==> config.mk <==
export PLATFORM = sky130hd
export DESIGN_NAME = gbts_ctrl
export DESIGN_NICKNAME = d
export VERILOG_FILES = /design/src/rtl/gbts_pkg.sv /design/src/rtl/gbts_ctrl.sv
export SDC_FILE = /design/constraint.sdc
export NUM_CORES = 1
export LEC_CHECK = 0
export ABC_AREA = 1
export BUFFER_PORTS_ARGS = -buffer_cell sky130_fd_sc_hd__buf_2
export CAP_MARGIN = 10
export CORE_MARGIN = 2
export CORE_UTILIZATION = 45
export CTS_BUF_LIST = sky130_fd_sc_hd__clkbuf_8 sky130_fd_sc_hd__clkbuf_16
export CTS_CLUSTER_SIZE = 14
export DETAILED_ROUTE_END_ITERATION = 16
export PLACE_DENSITY = 0.63
export SETUP_SLACK_MARGIN = 0.5
export SLEW_MARGIN = 20
export SYNTH_ARGS = -nofsm -noshare
export SYNTH_HDL_FRONTEND = slang
export SYNTH_SLANG_ARGS = --single-unit
==> constraint.sdc <==
create_clock -name clk -period 6.6 [get_ports clk]
set_input_delay 0.33 -clock clk [delete_from_list [all_inputs] [get_ports clk]]
set_output_delay 0.33 -clock clk [all_outputs]
set_load 0.03 [all_outputs]
==> src/rtl/gbts_pkg.sv <==
// ----------------------------------------------------------------------------
// gbts_pkg
// Shared types and codes for the gap buffer text store.
// ----------------------------------------------------------------------------
`timescale 1ns / 1ps
`default_nettype none

package gbts_pkg;

  localparam int CAP_BYTES_DEF = 4096;

  localparam int OPC_W  = 2;
  localparam int POS_W  = 13;
  localparam int BYTE_W = 8;
  localparam int STAT_W = 2;

  localparam logic [OPC_W-1:0] OP_CLEAR  = 2'd0;
  localparam logic [OPC_W-1:0] OP_INSERT = 2'd1;
  localparam logic [OPC_W-1:0] OP_DELETE = 2'd2;
  localparam logic [OPC_W-1:0] OP_READ   = 2'd3;

  localparam logic [STAT_W-1:0] ST_OK     = 2'd0;
  localparam logic [STAT_W-1:0] ST_FULL   = 2'd1;
  localparam logic [STAT_W-1:0] ST_BEYOND = 2'd2;

  typedef struct packed {
    logic [OPC_W-1:0]  opcode;
    logic [POS_W-1:0]  position;
    logic [BYTE_W-1:0] data_byte;
    logic [POS_W-1:0]  delete_len;
  } gbts_in_t;

  typedef struct packed {
    logic [BYTE_W-1:0] read_byte;
    logic [POS_W-1:0]  doc_length;
    logic [STAT_W-1:0] status;
  } gbts_out_t;

endpackage : gbts_pkg

`default_nettype wire

==> src/rtl/gbts_ctrl.sv <==
// ----------------------------------------------------------------------------
// gbts_ctrl
// Gap pointers, gap move sequencer and result register.
// ----------------------------------------------------------------------------
`timescale 1ns / 1ps
`default_nettype none

module gbts_ctrl
  import gbts_pkg::*;
#(
  parameter int CAP_BYTES = CAP_BYTES_DEF,
  parameter int AW        = $clog2(CAP_BYTES)
) (
  input  wire logic              clk,
  input  wire logic              rst_n,
  input  wire logic              in_valid,
  output logic                   in_ready,
  input  wire gbts_in_t          in_data,
  output logic                   out_valid,
  input  wire logic              out_ready,
  output gbts_out_t              out_data,
  output logic                   mem_we,
  output logic      [AW-1:0]     mem_waddr,
  output logic      [BYTE_W-1:0] mem_wdata,
  output logic      [AW-1:0]     mem_raddr,
  input  wire logic [BYTE_W-1:0] mem_rdata
);

  localparam int PW = $clog2(CAP_BYTES + 1);
  localparam int CW = ((PW > POS_W) ? PW : POS_W) + 1;
  localparam logic [PW-1:0] CAP_P = PW'(CAP_BYTES);

  localparam logic [1:0] S_IDLE   = 2'd0;
  localparam logic [1:0] S_MOVE   = 2'd1;
  localparam logic [1:0] S_FINISH = 2'd2;

  logic [1:0]        state_r, state_nxt;
  logic [PW-1:0]     gs_r, gs_nxt;
  logic [PW-1:0]     ge_r, ge_nxt;
  logic [PW-1:0]     cnt_r, cnt_nxt;
  logic              right_r, right_nxt;
  logic              pend_r, pend_nxt;
  logic [AW-1:0]     pend_addr_r, pend_addr_nxt;
  logic [OPC_W-1:0]  op_r, op_nxt;
  logic [BYTE_W-1:0] byte_r, byte_nxt;
  logic [POS_W-1:0]  dlen_r, dlen_nxt;
  logic [STAT_W-1:0] status_r, status_nxt;
  logic              rd_ok_r, rd_ok_nxt;
  logic [AW-1:0]     rd_addr_r, rd_addr_nxt;
  logic              out_valid_r, out_valid_nxt;
  gbts_out_t         out_r, out_nxt;

  logic [PW-1:0] len;
  logic [CW-1:0] len_x, pos_x, gap_x, raw_x, room_x, dlen_x, len_new_x;
  logic [PW-1:0] tgt, room, del_add, len_new;
  logic          beyond, full, edit, accept;

  assign accept = in_valid && in_ready;

  always_comb begin
    len    = CAP_P - (ge_r - gs_r);
    len_x  = {{(CW-PW){1'b0}}, len};
    pos_x  = {{(CW-POS_W){1'b0}}, in_data.position};
    gap_x  = {{(CW-PW){1'b0}}, ge_r - gs_r};
    tgt    = (pos_x > len_x) ? len : pos_x[PW-1:0];
    beyond = (in_data.opcode == OP_INSERT) && (pos_x > len_x);
    full   = (in_data.opcode == OP_INSERT) && (gs_r == ge_r);
    edit   = ((in_data.opcode == OP_INSERT) && !beyond && !full) ||
             (in_data.opcode == OP_DELETE);
    // logical to physical: skip the gap when at or past its start
    raw_x  = (pos_x < {{(CW-PW){1'b0}}, gs_r}) ? pos_x : (pos_x + gap_x);
    room   = CAP_P - ge_r;
    room_x = {{(CW-PW){1'b0}}, room};
    dlen_x = {{(CW-POS_W){1'b0}}, dlen_r};
    del_add = (dlen_x > room_x) ? room : dlen_x[PW-1:0];
  end

  always_comb begin
    state_nxt     = state_r;
    gs_nxt        = gs_r;
    ge_nxt        = ge_r;
    cnt_nxt       = cnt_r;
    right_nxt     = right_r;
    pend_nxt      = 1'b0;
    pend_addr_nxt = pend_addr_r;
    op_nxt        = op_r;
    byte_nxt      = byte_r;
    dlen_nxt      = dlen_r;
    status_nxt    = status_r;
    rd_ok_nxt     = rd_ok_r;
    rd_addr_nxt   = rd_addr_r;
    out_valid_nxt = out_valid_r && !out_ready;
    out_nxt       = out_r;
    in_ready      = (state_r == S_IDLE);
    mem_raddr     = rd_addr_r;
    // the copy pipeline owns the write port while a read is in flight
    mem_we        = pend_r;
    mem_waddr     = pend_addr_r;
    mem_wdata     = mem_rdata;

    case (state_r)
      S_IDLE: begin
        mem_raddr = raw_x[AW-1:0];
        if (accept) begin
          op_nxt      = in_data.opcode;
          byte_nxt    = in_data.data_byte;
          dlen_nxt    = in_data.delete_len;
          rd_ok_nxt   = (in_data.opcode == OP_READ) && (pos_x < len_x);
          rd_addr_nxt = raw_x[AW-1:0];
          status_nxt  = beyond ? ST_BEYOND : (full ? ST_FULL : ST_OK);
          right_nxt   = tgt > gs_r;
          cnt_nxt     = (tgt > gs_r) ? (tgt - gs_r) : (gs_r - tgt);
          state_nxt   = (edit && (tgt != gs_r)) ? S_MOVE : S_FINISH;
        end
      end
      S_MOVE: begin
        if (cnt_r != '0) begin
          // one byte crosses the gap per cycle; written back in the following cycle
          pend_nxt = 1'b1;
          cnt_nxt  = cnt_r - 1'b1;
          if (right_r) begin
            mem_raddr     = ge_r[AW-1:0];
            pend_addr_nxt = gs_r[AW-1:0];
            gs_nxt        = gs_r + 1'b1;
            ge_nxt        = ge_r + 1'b1;
          end else begin
            mem_raddr     = AW'(gs_r - 1'b1);
            pend_addr_nxt = AW'(ge_r - 1'b1);
            gs_nxt        = gs_r - 1'b1;
            ge_nxt        = ge_r - 1'b1;
          end
        end else begin
          state_nxt = S_FINISH;
        end
      end
      S_FINISH: begin
        if (!out_valid_r || out_ready) begin
          case (op_r)
            OP_CLEAR: begin
              gs_nxt = '0;
              ge_nxt = CAP_P;
            end
            OP_INSERT: begin
              if (status_r == ST_OK) begin
                mem_we    = 1'b1;
                mem_waddr = gs_r[AW-1:0];
                mem_wdata = byte_r;
                gs_nxt    = gs_r + 1'b1;
              end
            end
            OP_DELETE: begin
              ge_nxt = ge_r + del_add;
            end
            default: begin
            end
          endcase
          out_valid_nxt     = 1'b1;
          out_nxt.read_byte = rd_ok_r ? mem_rdata : '0;
          out_nxt.status    = status_r;
          state_nxt         = S_IDLE;
        end
      end
      default: begin
        state_nxt = S_IDLE;
      end
    endcase

    len_new            = CAP_P - (ge_nxt - gs_nxt);
    len_new_x          = {{(CW-PW){1'b0}}, len_new};
    if ((state_r == S_FINISH) && (!out_valid_r || out_ready)) begin
      out_nxt.doc_length = len_new_x[POS_W-1:0];
    end
  end

  always_ff @(posedge clk) begin
    if (!rst_n) begin
      state_r     <= S_IDLE;
      gs_r        <= '0;
      ge_r        <= CAP_P;
      cnt_r       <= '0;
      right_r     <= 1'b0;
      pend_r      <= 1'b0;
      out_valid_r <= 1'b0;
    end else begin
      state_r     <= state_nxt;
      gs_r        <= gs_nxt;
      ge_r        <= ge_nxt;
      cnt_r       <= cnt_nxt;
      right_r     <= right_nxt;
      pend_r      <= pend_nxt;
      out_valid_r <= out_valid_nxt;
    end
  end

  always_ff @(posedge clk) begin
    pend_addr_r <= pend_addr_nxt;
    op_r        <= op_nxt;
    byte_r      <= byte_nxt;
    dlen_r      <= dlen_nxt;
    status_r    <= status_nxt;
    rd_ok_r     <= rd_ok_nxt;
    rd_addr_r   <= rd_addr_nxt;
    out_r       <= out_nxt;
  end

  assign out_valid = out_valid_r;
  assign out_data  = out_r;

endmodule : gbts_ctrl

`default_nettype wire

# Word-level counts from Yosys, hierarchy flattened
# Cells that the tools add are included.
# W data, S select, Z words.
[word_totals]
ff_bits = 117
input_bits = 48
output_inout_bits = 58
wordCells = 118
[classes]
addsub = 14
n_lt_le_gt_ge = 5
n_eq_ne = 13
mux = 43
n_reduce_logical = 26
[ops]
columns = ["cell", "n"]
rows = [
  ["$mux W13", 12],
  ["$pmux W13 S2", 5],
  ["$mux W12", 8],
  ["$sub A13 B13 Y13", 4],
  ["$gt A13 B13 Y1", 3],
  ["$sub A13 B1 Y13 const B", 3],
  ["$sub A13 B13 Y13 const A", 3],
  ["$mux W8", 4],
  ["$add A13 B1 Y13 const B", 2],
  ["$lt A13 B13 Y1", 2],
  ["$pmux W12 S2", 1],
  ["$add A13 B13 Y13", 1],
  ["$eq A13 B13 Y1", 1],
  ["$ne A13 B13 Y1", 1],
  ["$reduce_bool A13 Y1", 1],
  ["$add A12 B12 Y12", 1],
  ["$logic_and A1 B1 Y1", 9],
  ["$eq A2 B2 Y1 const B", 4],
  ["$mux W1", 8],
  ["$mux W2", 4],
  ["$reduce_and A2 Y1", 4],
  ["$eq A2 B1 Y1 const B", 3],
  ["$logic_not A2 Y1", 3],
  ["$pmux W2 S3", 1],
  ["6 further kinds", 13],
]

# Logic depth before layout (Yosys ltp)
# Gate-level depths: netlist of the first run.
[depth]
ltp_word = 12
depth_mapped = 43
depth_no_buf = 42

# Worst setup path before layout of the first run
# Ideal clock, no wire load.
[synth_path]
kind = "register -> register"
start = "register ge_r[1]"
end = "register out_r, in the netlist out_data[13] (data pin)"
setup_ns = 0.258
arrival_time_ns = 5.438
t_required_ns = 6.342
setup_slack_ns = 0.904
path_stages_with_launch = 36
n_path_buf = 1
synth_period_minus_slack_ns = 5.696
cell_sequence = "dfxtp_1 inv_1 ha_1 nand2_1 nor2_4 nand2_1 nor3_2 nor2_1 inv_1 ha_1 nand3_1 o41ai_2 clkbuf_1 o21ai_0 ha_1 fa_1 nand3_1 nand2_1 nand2_1 nand2_1 o22ai_1 nand2_1 o21ai_0 inv_1 ha_1 ha_1 nand2_1 o21ai_0 nand2_1 nand2_1 a21oi_1 o21ai_0 a21oi_1 nor2_1 nor2_1 xnor2_1"
[synth_via]
elab_chain_len = 9
word_cells_on_any_way = 13
classes_between = "add/sub: 6; order compare: 1; mux: 6"
[synth_lines]
columns = ["element", "line", "rtl"]
rows = [
  ["from (decl)", "gbts_ctrl.sv:39", "logic [PW-1:0] ge_r, ge_nxt;"],
  ["from (signal assigned)", "gbts_ctrl.sv:187", "ge_r <= ge_nxt;"],
  ["$sub A13 B13 Y13", "gbts_ctrl.sv:72", "room = CAP_P - ge_r;"],
  ["$gt A13 B13 Y1", "gbts_ctrl.sv:75", "del_add = (dlen_x > room_x) ? room : dlen_x[PW-1:0];"],
  ["$mux W13", "gbts_ctrl.sv:75", ""],
  ["$add A13 B13 Y13", "gbts_ctrl.sv:152", "ge_nxt = ge_r + del_add;"],
  ["$pmux W13 S2", "gbts_ctrl.sv:138", "case (op_r)"],
  ["$mux W13", "gbts_ctrl.sv:137", "if (!out_valid_r || out_ready) begin"],
  ["$pmux W13 S2 (*)", "gbts_ctrl.sv:101", "case (state_r)"],
  ["$sub A13 B13 Y13 (*) (2 in series)", "gbts_ctrl.sv:168", "len_new = CAP_P - (ge_nxt - gs_nxt);"],
  ["net len_new[11]", "gbts_ctrl.sv:55", "logic [PW-1:0] tgt, room, del_add, len_new;"],
  ["to (signal assigned)", "gbts_ctrl.sv:203", "out_r <= out_nxt;"],
  ["to (decl)", "gbts_ctrl.sv:51", "gbts_out_t out_r, out_nxt;"],
]
# The timed path passes the listed nets; every way through them passes the cells marked *.
# A chain may end at the register's enable or synchronous reset.

# Worst setup path after layout of the first run
[layout_path]
start = "register ge_r[0]"
end = "register out_r, in the netlist out_data[13] (data pin)"
# The elaborated chain is that of the path after synthesis.

==> results of run 1 <==
==> synth_stat cells, types with 13 or more instances <==
| library cell | instances |
|---|---|
| sky130_fd_sc_hd__nand2_1 | 433 |
| sky130_fd_sc_hd__inv_1 | 163 |
| sky130_fd_sc_hd__nor2_1 | 157 |
| sky130_fd_sc_hd__a21oi_1 | 144 |
| sky130_fd_sc_hd__ha_1 | 130 |
| sky130_fd_sc_hd__o21ai_0 | 120 |
| sky130_fd_sc_hd__nand3_1 | 87 |
| sky130_fd_sc_hd__edfxtp_1 | 73 |
| sky130_fd_sc_hd__xor2_1 | 52 |
| sky130_fd_sc_hd__dfxtp_1 | 44 |
| sky130_fd_sc_hd__clkbuf_1 | 30 |
| sky130_fd_sc_hd__nand4_1 | 21 |
| sky130_fd_sc_hd__xnor2_1 | 18 |
| sky130_fd_sc_hd__inv_2 | 14 |
| sky130_fd_sc_hd__nor3_1 | 14 |
| sky130_fd_sc_hd__o21ai_1 | 13 |
==> state kept, by name, indices dropped and copies added, names as in the netlist, 8 cells and up <==
register     count
pend_addr_r     12
dlen_r          13
rd_addr_r       12
ge_r            13
byte_r           8
cnt_r           13
out_data        23
gs_r            13
==> metrics by stage <==
stage / cells / setup TNS (ps) / cell area [um^2] / util / hold WS, ps
after floorplan: 1681 / 0 / 11700 / - / 427
after global placement: 2118 / -3250 / 12800 / 0.497 / 435
after detailed placement: 2118 / -2460 / 12800 / 0.497 / 441
after CTS: 2152 / 0 / 13500 / 0.523 / 64.5
final: 2171 / 0 / 14000 / 0.542 / 71.3
after global routing: 2171 / 0 / 14000 / 0.542 / 64.1
==> worst max-delay path, delay by kind of cell (launching register included) <==
family / cells / cell delay, ps
buffers and inverters: 10 / 1020
AND/OR/NAND/NOR: 16 / 1350
adder cells (fa/ha/maj): 5 / 1400
XOR/XNOR: 1 / 70
flip-flops: 1 / 320
AO/OA/AOI/OAI: 11 / 1330
==> cells by family (layout without fill, tap and decap cells) <==
family | count (synthesis) | after routing | share of synthesized area
AO/OA/AOI/OAI | 362 | 362 | 0.176
adder cells (fa/ha/maj) | 136 | 136 | 0.149
flip-flops | 117 | 117 | 0.263
AND/OR/NAND/NOR | 756 | 757 | 0.272
buffers and inverters | 233 | 387 | 0.0775
XOR/XNOR | 77 | 77 | 0.0631
==> layer usage <==
metal | part of all wire | up-vias | GRT usage
met5 | 0.00024 | - | 0
met4 | 0.028 | 2 | 0.0893
met3 | 0.090 | 96 | 0.0627
met2 | 0.44 | 584 | 0.463
met1 | 0.44 | 5681 | 0.427
li1 | - | 5938 | -
==> area by class of cell <==
type | count | area (um^2)
multi-input combinational | 1332 | 8080
inverter | 180 | 682
fill | 2523 | 11800
tap | 335 | 419
clock buffer | 17 | 425
timing repair buffer | 175 | 1080
sequential | 117 | 3080
clock inverter | 15 | 194
==> path summary, 6_finish.rpt <==
check / startpoint / cells after the start / endpoint / slack (ps)
worst max-delay path: ge_r[0] / 43 / out_data[13] / 850
worst min-delay path: in_data[1] / 1 / dlen_r[1] / 70
worst max register to register: ge_r[0] / 43 / out_data[13] / 850
worst min register to register: status_r[1] / 0 / out_data[1] / 460
==> timing repair <==
action,CTS,global route
buffers inserted,2,17
pin swaps,1,27
endpoints found under the setup margin,18,20
gates resized for setup,15,76
gates cloned,0,2
==> results summary, run 1 <==
The width of the die came out at 165 um. The actual slew at the worst max-slew pin is 1170 ps. The number of global-route vias before repair came out at 11000. The wire length per cell came out at 19.4 um.

In the synthesized netlist the dominant register cell turns out to be sky130_fd_sc_hd__edfxtp_1. The number of max-slew violations in the final report came out at 0. Synthesis produced a netlist with a net count of 1865. The start-to-end type of the worst setup path is reg2reg. The detailed placement HPWL came out at 32400 um. For this design, the slowest cell found on the critical path is sky130_fd_sc_hd__ha_1. The fraction of final layout cells with drive strength greater than 1 came out at 0.185.

The total overflow left after global routing is 0. The longest individual stage delay on the worst path came out at 380 ps. The violation count after the first detailed-route iteration came out at 1191. The cell taking the most area after synthesis is sky130_fd_sc_hd__edfxtp_1.

The count of boundary I/O pins is 106. The number of antenna violations at the first check in global routing is 1. The starting utilization of the core area is 0.454. The clock latency of the later-clocked register in the worst-skew pair came out at 430 ps. The share of the synthesized area in the top cell type came out at 0.187.

The DRC violation count after routing is 0. The fraction of the cycle the final worst path needs is 0.872. The worst path in the final design needs a cycle of 5750 ps, including I/O delays and setup. The count of buffers inserted at the top-level ports came out at 105.

The number of iterations in the first detailed-routing pass is 6. The root buffer selected by CTS is sky130_fd_sc_hd__clkbuf_16. The number of buffers added by the clock tree synthesis step came out at 17. TritonCTS built the clock tree.

The average vias per placed instance is 5.67. The synthesis-stage register bit count is 117. Leaving out fill and tap cells, the most frequent cell in the layout is sky130_fd_sc_hd__nand2_1. The worst setup path is launched from a flop. The clock transition at the registers of the reported paths is 60 ps.

The area of the mapped netlist is 11700 um^2. Leaving out fill and tap cells, the most frequent cells in the layout are 427 x sky130_fd_sc_hd__nand2_1, 159 x sky130_fd_sc_hd__inv_1, 153 x sky130_fd_sc_hd__nor2_1. The clock tree buffer depth is 2. The H-tree generated during clock tree synthesis spans 4 levels. The wire length reported by the detailed router is 42100 um. The pin count of the biggest net entering global routing is 42. Of all nets on the critical path, the largest fanout is 8. The all-layer global routing usage came out at 0.302. The global-route wire length before repair is 62200 um. Yosys attributes the largest share of cell area to sky130_fd_sc_hd__edfxtp_1 19%, sky130_fd_sc_hd__ha_1 14%, sky130_fd_sc_hd__nand2_1 14%. The number of enable flip-flop cells after synthesis is 73. The cell repeated most along the worst path is sky130_fd_sc_hd__nand2_1. The number of failing hold endpoints at the final stage is 0. The count of nets left with antenna violations after detail routing is 0.

The die height is 165 um. The detailed-route via count is 12300. Counting flops with an async set or reset pin after synthesis yields a share of 0.

The arrival time reported for the critical path endpoint is 5940 ps. The setup clock skew after layout came out at 11.4 ps. The number of sinks handled by clock tree synthesis came out at 117. Relative to the synthesized area, the layout overhead comes to 19.2%.

At the end of routability-driven placement, the weighted congestion stood at 1.02. Setup repair after global routing left no endpoint under its margin. The maximum clock frequency came out at 0.174 GHz.

The cell count after synthesis is 1681. The worst slack at placement came out at -359 ps. The total of hold buffers inserted after clock tree synthesis is 0. The total setup violations reported at the end of the flow is 0. The number of unique standard cell types used by synthesis is 61. At the end of the flow, the number of nets in the layout was 2007.

The path class of the tightest hold or removal check is in2reg. The repair_antennas step left the layout with diodes totalling 0. The post-synthesis sequential area ratio came out at 0.263.

The critical path data required time is 6780 ps. The placement row count came out at 59. The worst setup path is captured at a flop. The run finished with clean final reports.

The post-layout worst setup margin is 845 ps. Max-cap violations in this run came to 0. The relative max-transition margin is 0.215. The warning count from the yosys run is 0. The average size of a mapped cell is 6.96 um^2.

The area of the core region came out at 25800 um^2. The die outline area came out at 27300 um^2.
Power of run 1 is left out: the tool's default activity adds up to more than one toggle a clock period on the data nets, which glitch-free logic cannot reach.
==> run 2, diff against run 1 <==
--- a/config.mk
+++ b/config.mk
@@ -14,6 +14,7 @@
 export CTS_CLUSTER_SIZE = 14
 export DETAILED_ROUTE_END_ITERATION = 16
 export PLACE_DENSITY = 0.63
+export REMOVE_ABC_BUFFERS = 1
 export SETUP_SLACK_MARGIN = 0.5
 export SLEW_MARGIN = 20
 export SYNTH_ARGS = -nofsm -noshare
==> run 2 against run 1 <==
Sequential cell count did not move. Sequential share of layout area grew 0.49 points. Clock skew down 1.2 ps.
==> results summary, run 2 (synthesized netlist as in run 1, its figures left out) <==
The all-layer global routing usage came out at 0.298 (-0.00428). The total setup violations reported at the end of the flow was 0 (unchanged). The flow ran to the end, and the final reports show no timing, DRC or antenna violations. The flip-flop count of the largest register, all copies and words added was 23 (unchanged). The critical path data required time came out at 6790 ps (about the same). The largest fanout of any net on the critical path is 8 (unchanged).

The most critical setup path has its startpoint at ge_r[0]. The maximum clock frequency is 0.174 GHz (about the same). The buffers plus inverters on the worst setup path was 7 (-3). The slowest stage of the critical path belongs to the cell sky130_fd_sc_hd__ha_1. The detailed-route via count came out at 12200 (-1.2%). The clock latency of the later-clocked register in the worst-skew pair came out at 430 ps (about the same). The number of fill cells is 2547 (+0.95%). The fraction of final layout cells with drive strength greater than 1 is 0.172 (-0.0126). The width of the die is 165 um (unchanged). The cell area after layout is 13700 um^2 (-2.1%).

The worst hold path begins at in_data[1]. The pin count of the biggest net entering global routing was 41 (-2.4%). The minimum clock period came to 5760 ps (+1.09 ps). The number of antenna diodes was 0 (unchanged). The worst hold-check slack is 75.3 ps (+3.97 ps). The actual slew at the worst max-slew pin was 1000 ps (-165 ps). The placed instance area came out at 12800 um^2 (unchanged). The critical path is of the reg2reg type. The longest individual stage delay on the worst path is 380 ps (about the same). The launch point of the worst reg-to-reg path is ge_r[0].

The number of sinks handled by clock tree synthesis was 117 (unchanged). The number of global-route vias before repair is 11400 (+3.6%). The die outline area is 27300 um^2 (unchanged). The number of iterations in the first detailed-routing pass came out at 6 (unchanged). The number of max-cap violations came to 0 (unchanged). The depth of the CTS H-tree is 4 (unchanged). The top cell types in the final layout, fill and taps aside, are 430 x sky130_fd_sc_hd__nand2_1, 161 x sky130_fd_sc_hd__inv_1, 151 x sky130_fd_sc_hd__nor2_1. Setup repair after global routing left no endpoint under its margin. The number of antenna violations at the first check in global routing is 0 (-1). On the critical path the largest part of the delay comes from compound AO/OA/AOI/OAI gates. The number of failing hold endpoints at the final stage came out at 0 (unchanged).

The relative max-transition margin is 0.332 (+0.117). The wire length reported by the detailed router was 40600 um (-3.5%). The cell repeated most along the worst path is sky130_fd_sc_hd__nand2_1. The count of buffers inserted at the top-level ports is 105 (unchanged).

The final weighted congestion in routability-driven placement is 1.01 (-0.47%). The type of the tightest min-delay check is in2reg. The register cell area after layout came out at 3080 um^2 (+0.12%). STA classifies the critical path endpoint as a flop. The detailed placement HPWL came to 31300 um (-3.3%). The number of max-slew violations in the final report came out at 0 (unchanged). The area used by multi-input combinational logic came out at 7930 um^2 (-1.8%).

The area of the core region came out at 25800 um^2 (unchanged). The net total in the final layout came out at 1996 (-0.55%). The clock tree buffer depth was 2 (unchanged). The count of boundary I/O pins was 106 (unchanged).

The most common library cell in the layout ignoring fill and taps is sky130_fd_sc_hd__nand2_1. The summed negative setup slack over all endpoints is 0 ps (unchanged). The wire length per cell is 18.8 um (-3.1%).

The average vias per placed instance came out at 5.63 (-0.70%). The placement row count came out at 59 (unchanged). TritonCTS built the clock tree. The fraction of the core area covered by cells at the end of the flow was 0.530 (-0.0112). The starting utilization of the core area is 0.454 (unchanged).

The count of nets left with antenna violations after detail routing came to 0 (unchanged). The worst setup path is launched from a flop. The arrival time reported for the critical path endpoint is 5940 ps (about the same). The global-route wire length before repair is 62100 um (about the same).

From synthesis to final layout, the design area changed by 16.7%. The setup clock skew after layout is 10.1 ps (-1.23 ps). The violation count after the first detailed-route iteration is 1423 (+19%).

The clock transition at the registers of the reported paths came out at 60 ps (about the same). Clock tree synthesis selected as its root buffer the cell sky130_fd_sc_hd__clkbuf_16. The DRC violation count after routing came out at 0 (unchanged). The die height is 165 um (unchanged). The number of buffers added by the clock tree synthesis step came out at 17 (unchanged).

The total congestion overflow after global routing is 0 (unchanged). The fraction of the cycle the final worst path needs came out at 0.872 (about the same).
## run 2: layout make-up
cell class | count | area share
inverter | 180 | 0.0495
tap | 335 | 0.0307
timing repair buffer | 165 | 0.0712
multi-input combinational | 1331 | 0.581
clock inverter | 15 | 0.0114
clock buffer | 17 | 0.0311
sequential | 117 | 0.225
## run 2: stage by stage
stage | std cells | worst slack, ps
final | 2160 | 844
after global routing | 2160 | 418
after CTS | 2151 | 561
after detailed placement | 2118 | 466
after global placement | 2118 | 588
after floorplan | 1628 | 512
## run 2: worst paths after layout
check                  to  slack, ps  cells past startpoint
max          out_data[14]        840                     39
min reg2reg   out_data[1]        460                      0
max reg2reg  out_data[14]        840                     39
min             dlen_r[1]         80                      1
## run 2: worst register-to-register path: cells and delay by family (launching register included)
kind	cells	cell delay (ps)
AOI/OAI and AO/OA	12	1450
adders and majority gates	5	1410
and+or+nand+nor	14	1310
buffers and inverters	7	830
DFF	1	320
xor gates and xnor gates	1	200
## run 2: what timing repair did
action / in CTS / in global routing
pin swaps: 0 / 12
setup endpoints to repair: 1 / 20
buffers inserted: 0 / 9
hold buffers: 0 / 0
gates cloned: 1 / 0
gates resized for setup: 1 / 63
## run 2: metal layers
layer,vias to the layer above,routed length [um],GRT usage
li1,5901,-,-
met1,5602,17900,0.414
met2,564,17800,0.470
met3,86,3750,0.0534
met4,0,1170,0.0905
met5,-,0,0
Power of run 2 is left out for the same reason.
==> run 3, diff against run 2 <==
--- a/config.mk
+++ b/config.mk
@@ -8,12 +8,13 @@
 export ABC_AREA = 1
 export BUFFER_PORTS_ARGS = -buffer_cell sky130_fd_sc_hd__buf_2
 export CAP_MARGIN = 10
+export CORE_ASPECT_RATIO = 0.7
 export CORE_MARGIN = 2
-export CORE_UTILIZATION = 45
+export CORE_UTILIZATION = 30
 export CTS_BUF_LIST = sky130_fd_sc_hd__clkbuf_8 sky130_fd_sc_hd__clkbuf_16
 export CTS_CLUSTER_SIZE = 14
 export DETAILED_ROUTE_END_ITERATION = 16
-export PLACE_DENSITY = 0.63
+export PLACE_DENSITY = 0.46
 export REMOVE_ABC_BUFFERS = 1
 export SETUP_SLACK_MARGIN = 0.5
 export SLEW_MARGIN = 20
==> run 3 against run 2 <==
Critical path depth increased by 1. Clock skew increased by 3.1 ps. Non-clock buffer count increased by 12. Maximum frequency decreased by 1.2%. Register-to-register slack got worse by 70 ps. Highest routed layer unchanged.
==> results summary, run 3 (synthesized netlist as in run 1, its figures left out) <==
The count of nets left with antenna violations after detail routing came out at 0 (unchanged). The TritonCTS clock tree is built. The largest fanout of any net on the critical path came out at 6 (-2). The logic depth of the worst register-to-register path came out at 40 (+2.6%).

The pin count of the biggest net entering global routing is 42 (+2.4%). The kind of launch point of the worst setup path is a flop. The placement row count came out at 60 (+1.7%). On the critical path, the stage with the largest delay is an instance of sky130_fd_sc_hd__ha_1.

The violation count after the first detailed-route iteration is 1058 (-26%). The worst hold-check slack is 59.8 ps (-15.5 ps). Leaving out fill and tap cells, the most frequent cell in the layout is sky130_fd_sc_hd__nand2_1. The setup clock skew after layout is 13.2 ps (+3.09 ps). The length of routed met3 wiring came out at 3580 um (-4.6%).

The total setup violations reported at the end of the flow came out at 0 (unchanged). The die height came out at 169 um (+2.4%). The DRC violation count after routing is 0 (unchanged). The die outline area is 40600 um^2 (+49%). The number of iterations in the first detailed-routing pass is 5 (-1).

The area of the core region came out at 38400 um^2 (+49%). The detailed placement HPWL is 36500 um (+17%). The net total in the final layout is 2008 (+0.60%). The width of the die was 240 um (+45%). The all-layer global routing usage was 0.228 (-0.0700).

The number of failing hold endpoints at the final stage is 0 (unchanged). The final weighted congestion in routability-driven placement was 0.912 (-9.8%). The maximum clock frequency is 0.172 GHz (-1.2%). The flow ran to the end, and the final reports show no timing, DRC or antenna violations. The flip-flop count of the largest register, all copies and words added is 23 (unchanged).

The wire length per cell came to 19.7 um (+4.7%). Clock tree synthesis selected as its root buffer the cell sky130_fd_sc_hd__clkbuf_16. The critical path data required time is 6790 ps (about the same).

The number of antenna violations at the first check in global routing came out at 0 (unchanged). The clock latency of the later-clocked register in the worst-skew pair is 450 ps (+20 ps). The cell repeated most along the worst path is sky130_fd_sc_hd__nand2_1. The actual slew at the worst max-slew pin is 1110 ps (+114 ps). The average vias per placed instance is 5.09 (-9.5%). The starting utilization of the core area came out at 0.305 (-0.150). The global-route wire length before repair was 68800 um (+11%).

The path class of the tightest hold or removal check is in2reg. The wire length on met1 is 24300 um (+36%). The number of max-slew violations in the final report came to 0 (unchanged). The number of max-cap violations came out at 0 (unchanged).

The count of buffers inserted at the top-level ports is 105 (unchanged). The met2 wire length came out at 18100 um (+2.2%). Leaving out fill and tap cells, the most frequent cells in the layout are 427 x sky130_fd_sc_hd__nand2_1, 160 x sky130_fd_sc_hd__inv_1, 149 x sky130_fd_sc_hd__nor2_1. The fraction of the core area covered by cells at the end of the flow is 0.371 (-0.159). The clock transition at the registers of the reported paths is 60 ps (about the same). Setup repair after global routing could not meet its margin everywhere. The fraction of the cycle the final worst path needs came to 0.883 (+0.0109). The number of fill cells is 4146 (+63%). The fraction of final layout cells with drive strength greater than 1 came to 0.192 (+0.0196). The count of boundary I/O pins is 106 (unchanged). The longest individual stage delay on the worst path is 360 ps (-20 ps). The cell count of the worst hold path is 1 (unchanged). The detailed router used layers up to and including met4. The clock tree buffer depth came to 2 (unchanged). Compared with the post-synthesis result, the final layout area differs by 21.8%. The start-to-end type of the worst setup path is reg2reg. The minimum clock period is 5830 ps (+71.7 ps). The detailed-route via count came out at 12000 (-0.92%).

The relative max-transition margin came out at 0.257 (-0.0748). The arrival time reported for the critical path endpoint came out at 6020 ps (+80 ps). The number of antenna diodes is 0 (unchanged). The worst setup path is captured at a flop.

The number of global-route vias before repair came out at 11000 (-2.8%). The total congestion overflow after global routing came out at 0 (unchanged). The wire length reported by the detailed router came out at 46500 um (+15%).

The number of buffers added by the clock tree synthesis step is 17 (unchanged). The depth of the CTS H-tree came out at 4 (unchanged). The number of sinks handled by clock tree synthesis is 117 (unchanged).
==> run 3: final timing paths <==
| path | start | slack, ps | to |
|---|---|---|---|
| max reg2reg | ge_r[0] | 770 | out_data[12] |
| min | in_data[11] | 60 | dlen_r[11] |
| min reg2reg | status_r[0] | 450 | out_data[0] |
| max | ge_r[0] | 770 | out_data[12] |
==> run 3: timing repair <==
action	4_1_cts	5_1_grt
endpoints found under the setup margin	19	20
pin swaps	2	17
hold buffers	0	0
gates cloned	0	0
resized for setup	16	92
setup buffers	3	13
==> run 3: final cells by class <==
cell class	count	area (um^2)	share of cell area
well taps	527	659	0.0462
inverters	180	681	0.0477
clock inverters	11	85.1	0.00597
repair buffers	177	1080	0.0755
clock buffers	21	514	0.0361
flip-flops and latches	117	3080	0.216
multi-input cells	1331	8170	0.573
==> run 3: critical path, delay by kind of cell (launching register included) <==
| family | cells | cell delay, ps |
|---|---|---|
| DFF | 1 | 330 |
| xor gates and xnor gates | 2 | 260 |
| and+or+nand+nor | 18 | 1550 |
| AOI/OAI and AO/OA | 9 | 1220 |
| adders and majority gates | 5 | 1470 |
| buffers and inverters | 6 | 750 |
==> run 3: per-layer routing <==
layer	global-route usage	vias up
li1	-	5944
met1	0.363	5677
met2	0.306	389
met3	0.0499	31
met4	0.0432	0
met5	0	-
==> run 3: metrics by stage <==
stage	setup slack (ps)	setup TNS (ps)	area, um^2	instances
3_3_place_gp	-331	-3410	13100	2316
4_1_cts	503	0	13800	2351
6_report	772	0	14300	2364
2_1_floorplan	512	0	11500	1628
3_5_place_dp	-223	-2250	13100	2316
5_1_grt	434	0	14300	2364
Power of run 3 is left out for the same reason.
